[src/cmwc_pkg.sv]
package cmwc_pkg;

  localparam int unsigned LagDepth  = 4096;
  localparam int unsigned MaxWeight = 256;

  localparam logic [14:0] MulA      = 15'd18782;
  localparam logic [31:0] XorBase   = 32'hffff_fffe;
  localparam logic [31:0] LcgMul    = 32'd1103515245;
  localparam logic [31:0] LcgAdd    = 32'd12345;
  localparam logic [31:0] CarryMod  = 32'd809430660;
  localparam logic [31:0] FullSpan  = 32'hffff_ffff;

  typedef enum logic [1:0] {
    OpSeed     = 2'd0,
    OpRaw      = 2'd1,
    OpRange    = 2'd2,
    OpWeighted = 2'd3
  } op_e;

  typedef struct packed {
    logic [1:0]  op;
    logic [31:0] seed_word;
    logic [31:0] low_bound;
    logic [31:0] high_bound;
    logic [31:0] target_value;
    logic [8:0]  weight_count;
  } req_t;

  typedef struct packed {
    logic [31:0] value;
    logic        weight_error;
  } rsp_t;

  typedef enum logic [3:0] {
    CmdNone,
    CmdLoad,
    CmdSeedStep,
    CmdSeedWrite,
    CmdCarryStart,
    CmdCarrySub,
    CmdDrawRead,
    CmdDrawMul,
    CmdDrawWrite,
    CmdDivStart,
    CmdDivStep,
    CmdCompare
  } cmd_e;

  typedef struct packed {
    cmd_e cmd;
  } ctrl_t;

  typedef struct packed {
    logic seed_last;
    logic carry_done;
    logic div_done;
    logic draws_done;
    logic is_range;
  } stat_t;

endpackage

[src/cmwc_ctrl.sv]
module cmwc_ctrl (
  input  logic            clk_i,
  input  logic            rst_ni,
  input  logic            in_valid_i,
  input  logic [1:0]      in_op_i,
  output logic            in_ready_o,
  output logic            out_valid_o,
  input  logic            out_ready_i,
  input  cmwc_pkg::stat_t stat_i,
  output cmwc_pkg::ctrl_t ctrl_o
);

  typedef enum logic [3:0] {
    StIdle, StSeedStep, StSeedWrite, StCarryStep, StCarryDiv, StRead, StReadWait,
    StMul, StWrite, StDivInit, StDiv, StCmp, StOut
  } state_e;

  state_e state_q;
  logic   out_valid_q;

  assign in_ready_o  = (state_q == StIdle) && !out_valid_q;
  assign out_valid_o = out_valid_q;

  always_comb begin
    ctrl_o.cmd = cmwc_pkg::CmdNone;
    unique case (state_q)
      StIdle:      if (in_valid_i && in_ready_o) ctrl_o.cmd = cmwc_pkg::CmdLoad;
      StSeedStep:  ctrl_o.cmd = cmwc_pkg::CmdSeedStep;
      StSeedWrite: ctrl_o.cmd = cmwc_pkg::CmdSeedWrite;
      StCarryStep: ctrl_o.cmd = cmwc_pkg::CmdCarryStart;
      StCarryDiv:  ctrl_o.cmd = cmwc_pkg::CmdCarrySub;
      StRead:      ctrl_o.cmd = cmwc_pkg::CmdDrawRead;
      StReadWait:  ctrl_o.cmd = cmwc_pkg::CmdNone;
      StMul:       ctrl_o.cmd = cmwc_pkg::CmdDrawMul;
      StWrite:     ctrl_o.cmd = cmwc_pkg::CmdDrawWrite;
      StDivInit:   ctrl_o.cmd = cmwc_pkg::CmdDivStart;
      StDiv:       ctrl_o.cmd = cmwc_pkg::CmdDivStep;
      StCmp:       ctrl_o.cmd = cmwc_pkg::CmdCompare;
      StOut:       ctrl_o.cmd = cmwc_pkg::CmdNone;
      default:     ctrl_o.cmd = cmwc_pkg::CmdNone;
    endcase
  end

  always_ff @(posedge clk_i or negedge rst_ni) begin
    if (!rst_ni) begin
      state_q     <= StIdle;
      out_valid_q <= 1'b0;
    end else begin
      if (out_valid_q && out_ready_i) begin
        out_valid_q <= 1'b0;
      end
      unique case (state_q)
        StIdle: begin
          if (in_valid_i && in_ready_o) begin
            state_q <= (in_op_i == cmwc_pkg::OpSeed) ? StSeedStep : StRead;
          end
        end
        StSeedStep:  state_q <= StSeedWrite;
        StSeedWrite: state_q <= stat_i.seed_last ? StCarryStep : StSeedStep;
        StCarryStep: state_q <= StCarryDiv;
        StCarryDiv:  state_q <= stat_i.carry_done ? StIdle : StCarryDiv;
        StRead:      state_q <= StReadWait;
        StReadWait:  state_q <= StMul;
        StMul:       state_q <= StWrite;
        StWrite:     state_q <= stat_i.is_range ? StDivInit : StCmp;
        StDivInit:   state_q <= StDiv;
        StDiv:       state_q <= stat_i.div_done ? StCmp : StDiv;
        StCmp:       state_q <= stat_i.draws_done ? StOut : StRead;
        StOut: begin
          out_valid_q <= 1'b1;
          state_q     <= StIdle;
        end
        default: state_q <= StIdle;
      endcase
    end
  end

`ifndef SYNTH
  a_ready_idle: assert property (@(posedge clk_i) disable iff (!rst_ni)
    in_ready_o |-> state_q == StIdle) else $error("ready outside idle");
  a_out_hold: assert property (@(posedge clk_i) disable iff (!rst_ni)
    out_valid_q && !out_ready_i |=> out_valid_q) else $error("result dropped");
  a_no_accept_busy: assert property (@(posedge clk_i) disable iff (!rst_ni)
    out_valid_q |-> !in_ready_o) else $error("accept while result pending");
`endif

endmodule

[config.mk]
export PLATFORM = sky130hd
export DESIGN_NAME = cmwc_ctrl
export DESIGN_NICKNAME = d
export VERILOG_FILES = /design/src/cmwc_pkg.sv /design/src/cmwc_ctrl.sv
export SDC_FILE = /design/constraint.sdc
export NUM_CORES = 1
export LEC_CHECK = 0
export BUFFER_PORTS_ARGS = -buffer_cell sky130_fd_sc_hd__clkbuf_2
export CORE_AREA = 4 4 41 43
export CTS_CLUSTER_DIAMETER = 150
export CTS_CLUSTER_SIZE = 40
export DETAILED_ROUTE_END_ITERATION = 16
export DIE_AREA = 0 0 45 47
export PLACE_DENSITY_LB_ADDON = 0.12
export SYNTH_ARGS = -nofsm -noshare
export SYNTH_HDL_FRONTEND = slang
export SYNTH_SLANG_ARGS = --single-unit
[constraint.sdc]
create_clock -name clk_i -period 2.7 [get_ports clk_i]
set_clock_uncertainty 0.15 [all_clocks]
set_input_delay 0.135 -clock clk_i [delete_from_list [all_inputs] [get_ports clk_i]]
set_output_delay 0.135 -clock clk_i [all_outputs]
set_load 0.005 [all_outputs]
Word level (Yosys, flattened, before mapping)
Index checks and enable logic that the tools add are counted.

storage, ports and cells
  output and inout bits = 6
  bits of input ports = 11
  word-level logic and storage cells = 34
  register bits = 5

operators by class
  reductions and logical operators = 7
  equality and inequality tests = 13
  muxes and demuxes = 12

operators with widths
  cell                  number
  $pmux W4 S12          1
  $pmux W4 S11          1
  $eq A4 B4 Y1 const B  5
  $eq A4 B3 Y1 const B  4
  $eq A4 B2 Y1 const B  2
  $mux W4               2
  $mux W3               2
  $eq A4 B1 Y1 const B  1
  $logic_not A4 Y1      1
  $mux W1               4
  $mux W2               2
  $logic_and A1 B1 Y1   3
  $logic_not A2 Y1      1
  $ne A2 B1 Y1 const B  1
  $reduce_bool A2 Y1    1
  $logic_not A1 Y1      1

Logic depth before layout (Yosys ltp)
Gate-level depths: netlist of run 1.

  word-level depth = 5
  mapped depth = 4
  gate-level depth less buffers = 3

Worst setup path before layout of run 1
OpenSTA, ideal clock, no wires.

  kind = flip-flop to flip-flop
  from = register state_q[2]
  to = register state_q[0]
  buffers on the path = 0
  required time = 2.420 ns
  cell stages (with the launch flop) = 4
  arrival = 1.204 ns
  period minus slack after synthesis = 1.483 ns
  library setup time = 0.130 ns
  path slack = 1.217 ns
  cells stage by stage = dfrtp_1 -> or4_4 -> o21ai_1 -> a31oi_1

between the ends
  cells in the longest elaborated chain, start to end = 4
  elaborated cells between the ends (all ways) = 16
  those cells by class = eq/ne: 12; mux: 1; reduce/logical: 3

RTL lines
  item                                                  line             source
  start: declaration                                    cmwc_ctrl.sv:18  state_e state_q;
  start signal: assignment                              cmwc_ctrl.sv:46  state_q <= StIdle;
  start signal: assignment                              cmwc_ctrl.sv:55  state_q <= (in_op_i == cmwc_pkg::OpSeed) ? StSeedStep : StRead;
  start signal: assignment                              cmwc_ctrl.sv:58  StSeedStep: state_q <= StSeedWrite;
  branches (longest 4 deep; another with $pmux W4 S12)  n/a

Several ways; the timed one is not identified.
A chain may end at the register's enable or synchronous reset.

Final worst setup path of run 1
  from = register state_q[1]
  to = output in_ready_o

between the ends
  cells in the longest elaborated chain, start to end = 2

RTL lines
  item                 line             source
  $logic_not A4 Y1     cmwc_ctrl.sv:21  assign in_ready_o = (state_q == StIdle) && !out_valid_q;
  $logic_and A1 B1 Y1  cmwc_ctrl.sv:21
  end: declaration     cmwc_ctrl.sv:6   output logic in_ready_o,

No other way between the ends.

==> impl_metrics.yaml, run 1 <==
layout:
  layout-drive-gt1-share: 0.324
  fill_cells: 148
  area_growth_pct: 39.9
  nets: 80
  n_antenna_cell: 0
power:
  power_w: 0.000620
  ir_drop_v: 0.000454
  p_per_area_mw_per_mm2: 1160
  p_leak_nw: 0.252
detailed_routing:
  postRouteAntennaNets: 0
  drt_iter0_markers: 4
  drcViolationCount: 0
  post_drt_wl_per_cell_um: 12.4
  drt-vias-per-instance: 5.08
  wirelength_mm: 1.03
  vias: 422
  first_pass_iters: 4
logic_synthesis:
  synth_seq_area_share: 0.327
  synth_cell_types: 29
  ys_ff_latch: 5
  ys_warn_count: 0
  synth_simple_gate_area_frac: 0.297
  synth_compound_area_frac: 0.268
  yosys_most_used_dff: "dfrtp_1"
  synth_cells: 47
  synth_edf_count: 0
  syn_area_sq_um: 383
  synth_top_family_by_area: "simple AND/OR/NAND/NOR gates"
  synthArstFlopShare: 1.00
  synth_fa_ha_area_frac: 0
  synth-xor-area-share: 0.0458
  synthMuxAreaShare: 0
  synth_nets: 58
  syn_area_per_cell_sq_um: 8.15
grt:
  grt_pass1_vias: 386
  grt_max_degree: 16
  grt-ovfl-total: 0
  antenna_found_initial: 0
  grt_pass1_wl_mm: 1.61
  grt_use_total: 0.114
setup_path:
  critPathMaxFanout: 12
  critical_path.endpoint_type: "output port"
  crit_path_start_kind: "flip-flop"
  rr_worst_depth: 3
  critPathKind: "reg2out"
  required_ns: 2.41
  worst_ep_arrival_time_ns: 1.52
clock_network:
  hold_buffers: 4
  clk_pin_slew_ns: 0.05
  cts_tree: "yes"
  cts_made_buffers: 3
  cts_root_buf: "clkbuf_4"
  insertion_delay_ns: 0.25
  cts-htree-levels: 1
  cts.repair.resized: 0
  clock_sinks: 5
  cts_buffer_depth: 2
  postCtsSetupBuffers: 0
hold_path:
  whs_path_depth: 3
  hold_class: "in2reg"
placed_design:
  dp_hpwl_um: 732
  gp_congestion: 0.713
  io_buffers: 16
die:
  core_area_sq_mm: 0.00130
  rows: 13
  num_io_pins: 17
  die_w_um: 45
  chipHeight_um: 47
  start_util: 0.294
  die_area_sq_mm: 0.00212
timing:
  min_period_over_period: 0.667
  period_minus_slack_ns: 1.80
  max_freq_mhz: 556
  slew_headroom: 0.696
  final.setup.tns_ns: 0
  rsz0062_at_grt: "false"
  holdWs_ns: 0.0475
  worstMarginPinSlew_ns: 0.456
  setup_viol: 0
  report.final.slew_viol_count: 0
  hold_violations: 0
flow_run:
  cap_violations: 0
status:
  status: "finished, final reports clean"
==> metrics by stage <==
step	worst slack (ns)	util	std cells	cell area, sq um
floorplan	1.22	-	47	383
global placement	1.12	0.361	75	469
detailed placement	1.11	0.361	75	469
CTS	0.881	0.412	83	536
global route	0.801	0.412	83	536
finish	0.900	0.412	83	536
==> routing by layer <==
layer  routed length, um  track usage  vias to the layer above
met5                   0            0                        -
met4                  20        0.140                        0
met3                  79       0.0307                        2
met2                 462        0.155                       20
met1                 470        0.131                      191
li1                    -            -                      209
==> layout make-up <==
class | instances | area [sq um] | area share
Clock buffer | 4 | 26.3 | 0.0491
Sequential cell | 5 | 125 | 0.234
Tap cell | 15 | 18.8 | 0.0350
Inverter | 3 | 11.3 | 0.0210
Multi-Input combinational cell | 36 | 234 | 0.437
Timing Repair Buffer | 20 | 120 | 0.224
==> path summary, 6_finish.rpt <==
| check | to | startpoint | slack, ns |
|---|---|---|---|
| min in group asynchronous | state_q[1] | rst_ni | 0.10 |
| max reg2reg | state_q[0] | state_q[1] | 1.10 |
| max in group asynchronous | state_q[3] | rst_ni | 2.16 |
| max | in_ready_o | state_q[1] | 0.90 |
| min | state_q[0] | stat_i[2] | 0.05 |
| min reg2reg | out_valid_o | out_valid_o | 0.42 |
==> kinds of logic after synthesis <==
group / after synthesis
buf+inv: 6
xor+xnor: 2
flops: 5
compound gates: 15
simple gates: 19
==> cells in the mapped netlist, types with 2 or more instances <==
master    n  area share
nand2_1   3       0.029
nor2_1    4       0.039
nor2b_1   4       0.065
dfrtp_1   5        0.33
inv_1     2       0.020
clkbuf_1  2       0.020
or2b_1    2       0.039
o21ai_0   4       0.052
==> critical path, cell delays in order (launching register included) <==
cell and delay (ns):
dfrtp_1 0.51, or4_4 0.54, nor2_1 0.10, clkbuf_2 0.12
==> cell usage in the layout, fill, tap and decap left out <==
cell type and count:
a21oi_1 1, a21oi_2 1, a221oi_1 1, a2bb2oi_1 1, a31oi_1 1, and2b_1 1, clkbuf_1 1, clkbuf_2 16
clkbuf_4 3, dfrtp_1 5, dlygate4sd3_1 4, inv_1 2, inv_2 1, nand2_1 3, nand2b_1 1, nand4b_1 1
nor2_1 4, nor2b_1 4, nor3b_1 1, o21ai_0 4, o21ai_1 1, o21bai_1 1, o22ai_1 1, o31ai_1 1
o32a_1 1, o32ai_1 1, or2b_1 2, or3_1 1, or4_4 1, xnor2_1 1, xor2_1 1
==> flip-flops by register name, summed over array words and instances, names as in the netlist <==
register,count
out_valid_o,1
state_q,4
==> power breakdown <==
group / total (W) / switching (W) / leakage, nW / internal [W]
Combinational: 0.000328 / 0.000141 / 0.173 / 0.000187
Sequential: 0.000202 / 0.0000946 / 0.0642 / 0.000107
Clock: 0.0000900 / 0.0000340 / 0.0150 / 0.0000561
Total: 0.000620 / 0.000270 / 0.252 / 0.000351
Note: power is estimated with default switching activity, not from simulation.
==> run 2, diff against run 1 <==
==> constraint.sdc (replaced) <==
create_clock -name clk_i -period 1.8 [get_ports clk_i]
set_clock_uncertainty 0.15 [all_clocks]
set_input_delay 0.09 -clock clk_i [delete_from_list [all_inputs] [get_ports clk_i]]
set_output_delay 0.09 -clock clk_i [all_outputs]
set_load 0.005 [all_outputs]
==> run 2 against run 1 <==
  * Die area stayed put
  * Register-to-register slack got worse by 0.80 ns
  * Worst hold slack got worse by 0.014 ns
  * Final area rose by 5.6%
  * Clock power increased by 43%
  * Via count grew 1.9%
  * Clock-buffer cell count unchanged
  * First-iteration DRC count unchanged
  * Critical endpoint is now ctrl_o[0]
  * Sequential share of layout area fell by 1.2 points
  * Sequential power grew 7%
  * Largest power group unchanged
  * Non-clock buffer count is 4 higher
  * Power increased by 60%
==> impl_metrics.yaml, run 2 (synthesized netlist as in run 1, its figures left out) <==
detailed_routing:
  first_pass_iters: 5
  post_drt_wl_per_cell_um: 11.7
  drt-vias-per-instance: 4.94
  vias: 430
  wirelength_mm: 1.02
  postRouteAntennaNets: 0
  drt_iter0_markers: 4
  drcViolationCount: 0
timing:
  final.setup.tns_ns: 0
  rsz0062_at_grt: "false"
  max_freq_mhz: 604
  setup_viol: 0
  hold_violations: 0
  min_period_over_period: 0.920
  period_minus_slack_ns: 1.66
  report.final.slew_viol_count: 0
  slew_headroom: 0.819
  worstMarginPinSlew_ns: 0.269
grt:
  grt_max_degree: 11
  antenna_found_initial: 0
  grt-ovfl-total: 0
  grt_pass1_vias: 405
  grt_use_total: 0.114
  grt_pass1_wl_mm: 1.71
setup_path:
  required_ns: 1.56
  critPathKind: "reg2out"
  r2r_start: "state_q[1]"
  worst_ep_arrival_time_ns: 1.42
  critical_path.endpoint_type: "output port"
  critPathLaunch: "state_q[0]"
  critPathMaxFanout: 10
  crit_path_start_kind: "flip-flop"
clock_network:
  clk_pin_slew_ns: 0.04
  cts-htree-levels: 1
  cts_tree: "yes"
  postCtsSetupBuffers: 0
  clock_sinks: 5
  cts_root_buf: "clkbuf_4"
  hold_buffers: 4
  cts_buffer_depth: 2
  cts.repair.resized: 0
  cts_made_buffers: 3
  insertion_delay_ns: 0.24
hold_path:
  hold_class: "in2reg"
  hp-start: "stat_i[2]"
layout:
  largest_reg_flops: 4
  top_register: "state_q"
  multi_input_area_sq_um: 234
  nets: 84
  fin_area_sq_um: 566
  layout_commonest_cell: "clkbuf_2"
  fill_cells: 146
  n_antenna_cell: 0
  layout-drive-gt1-share: 0.361
  mostFrequentLayoutCells: "clkbuf_2 (16), dfrtp_1 (5)"
  final-seq-area_sq_um: 125
  final_util: 0.435
  area_growth_pct: 47.7
die:
  start_util: 0.294
  die_w_um: 45
  core_area_sq_mm: 0.00130
  num_io_pins: 17
  chipHeight_um: 47
  rows: 13
  die_area_sq_mm: 0.00212
power:
  power_w: 0.000994
  p_per_area_mw_per_mm2: 1760
  ir_drop_v: 0.000724
  p_leak_nw: 0.272
status:
  status: "finished, final reports clean"
flow_run:
  cap_violations: 0
placed_design:
  io_buffers: 16
  placed_area_sq_um: 499
  dp_hpwl_um: 793
  gp_congestion: 0.712
run 2: layout make-up:
class                      count  share of cell area
tap                           15              0.0332
multi-input combinational     36               0.414
inverter                       3              0.0199
clock buffer                   4              0.0465
timing repair buffer          24               0.265
sequential                     5               0.221
run 2: metal layers:
metal  wire length (um)  global-route usage
met5                  0                   0
met2                454               0.158
met1                460               0.150
met3                 73              0.0192
met4                 29               0.105
run 2: where the power goes:
group          switching, W  total, W  leakage [nW]  internal [W]
registers         0.0000529  0.000216        0.0642      0.000163
logic              0.000315  0.000649         0.193      0.000334
clock network     0.0000454  0.000129        0.0150     0.0000838
run 2: final timing paths:
kind	slack, ns	endpoint	cells after the start
min reg2reg	0.42	out_valid_o	2
min	0.03	state_q[0]	3
max in group asynchronous	1.31	state_q[3]	2
max	0.14	ctrl_o[0]	5
max reg2reg	0.30	state_q[0]	3
min in group asynchronous	0.05	state_q[0]	2
run 2: metrics by stage:
step | hold slack, ns | cells | setup slack [ns]
3_3_place_gp | -0.231 | 79 | 0.348
6_report | 0.0333 | 87 | 0.144
3_5_place_dp | -0.233 | 79 | 0.311
5_1_grt | 0.0492 | 87 | 0.0208
4_1_cts | 0.0357 | 87 | 0.131
2_1_floorplan | -0.356 | 47 | 0.317
run 2: worst max-delay path, cell delays in order (launching register included):
cell and delay [ns]:
dfrtp_1 0.44, buf_4 0.20, xor2_1 0.16, a2bb2oi_1 0.17
o31ai_1 0.09, clkbuf_2 0.11
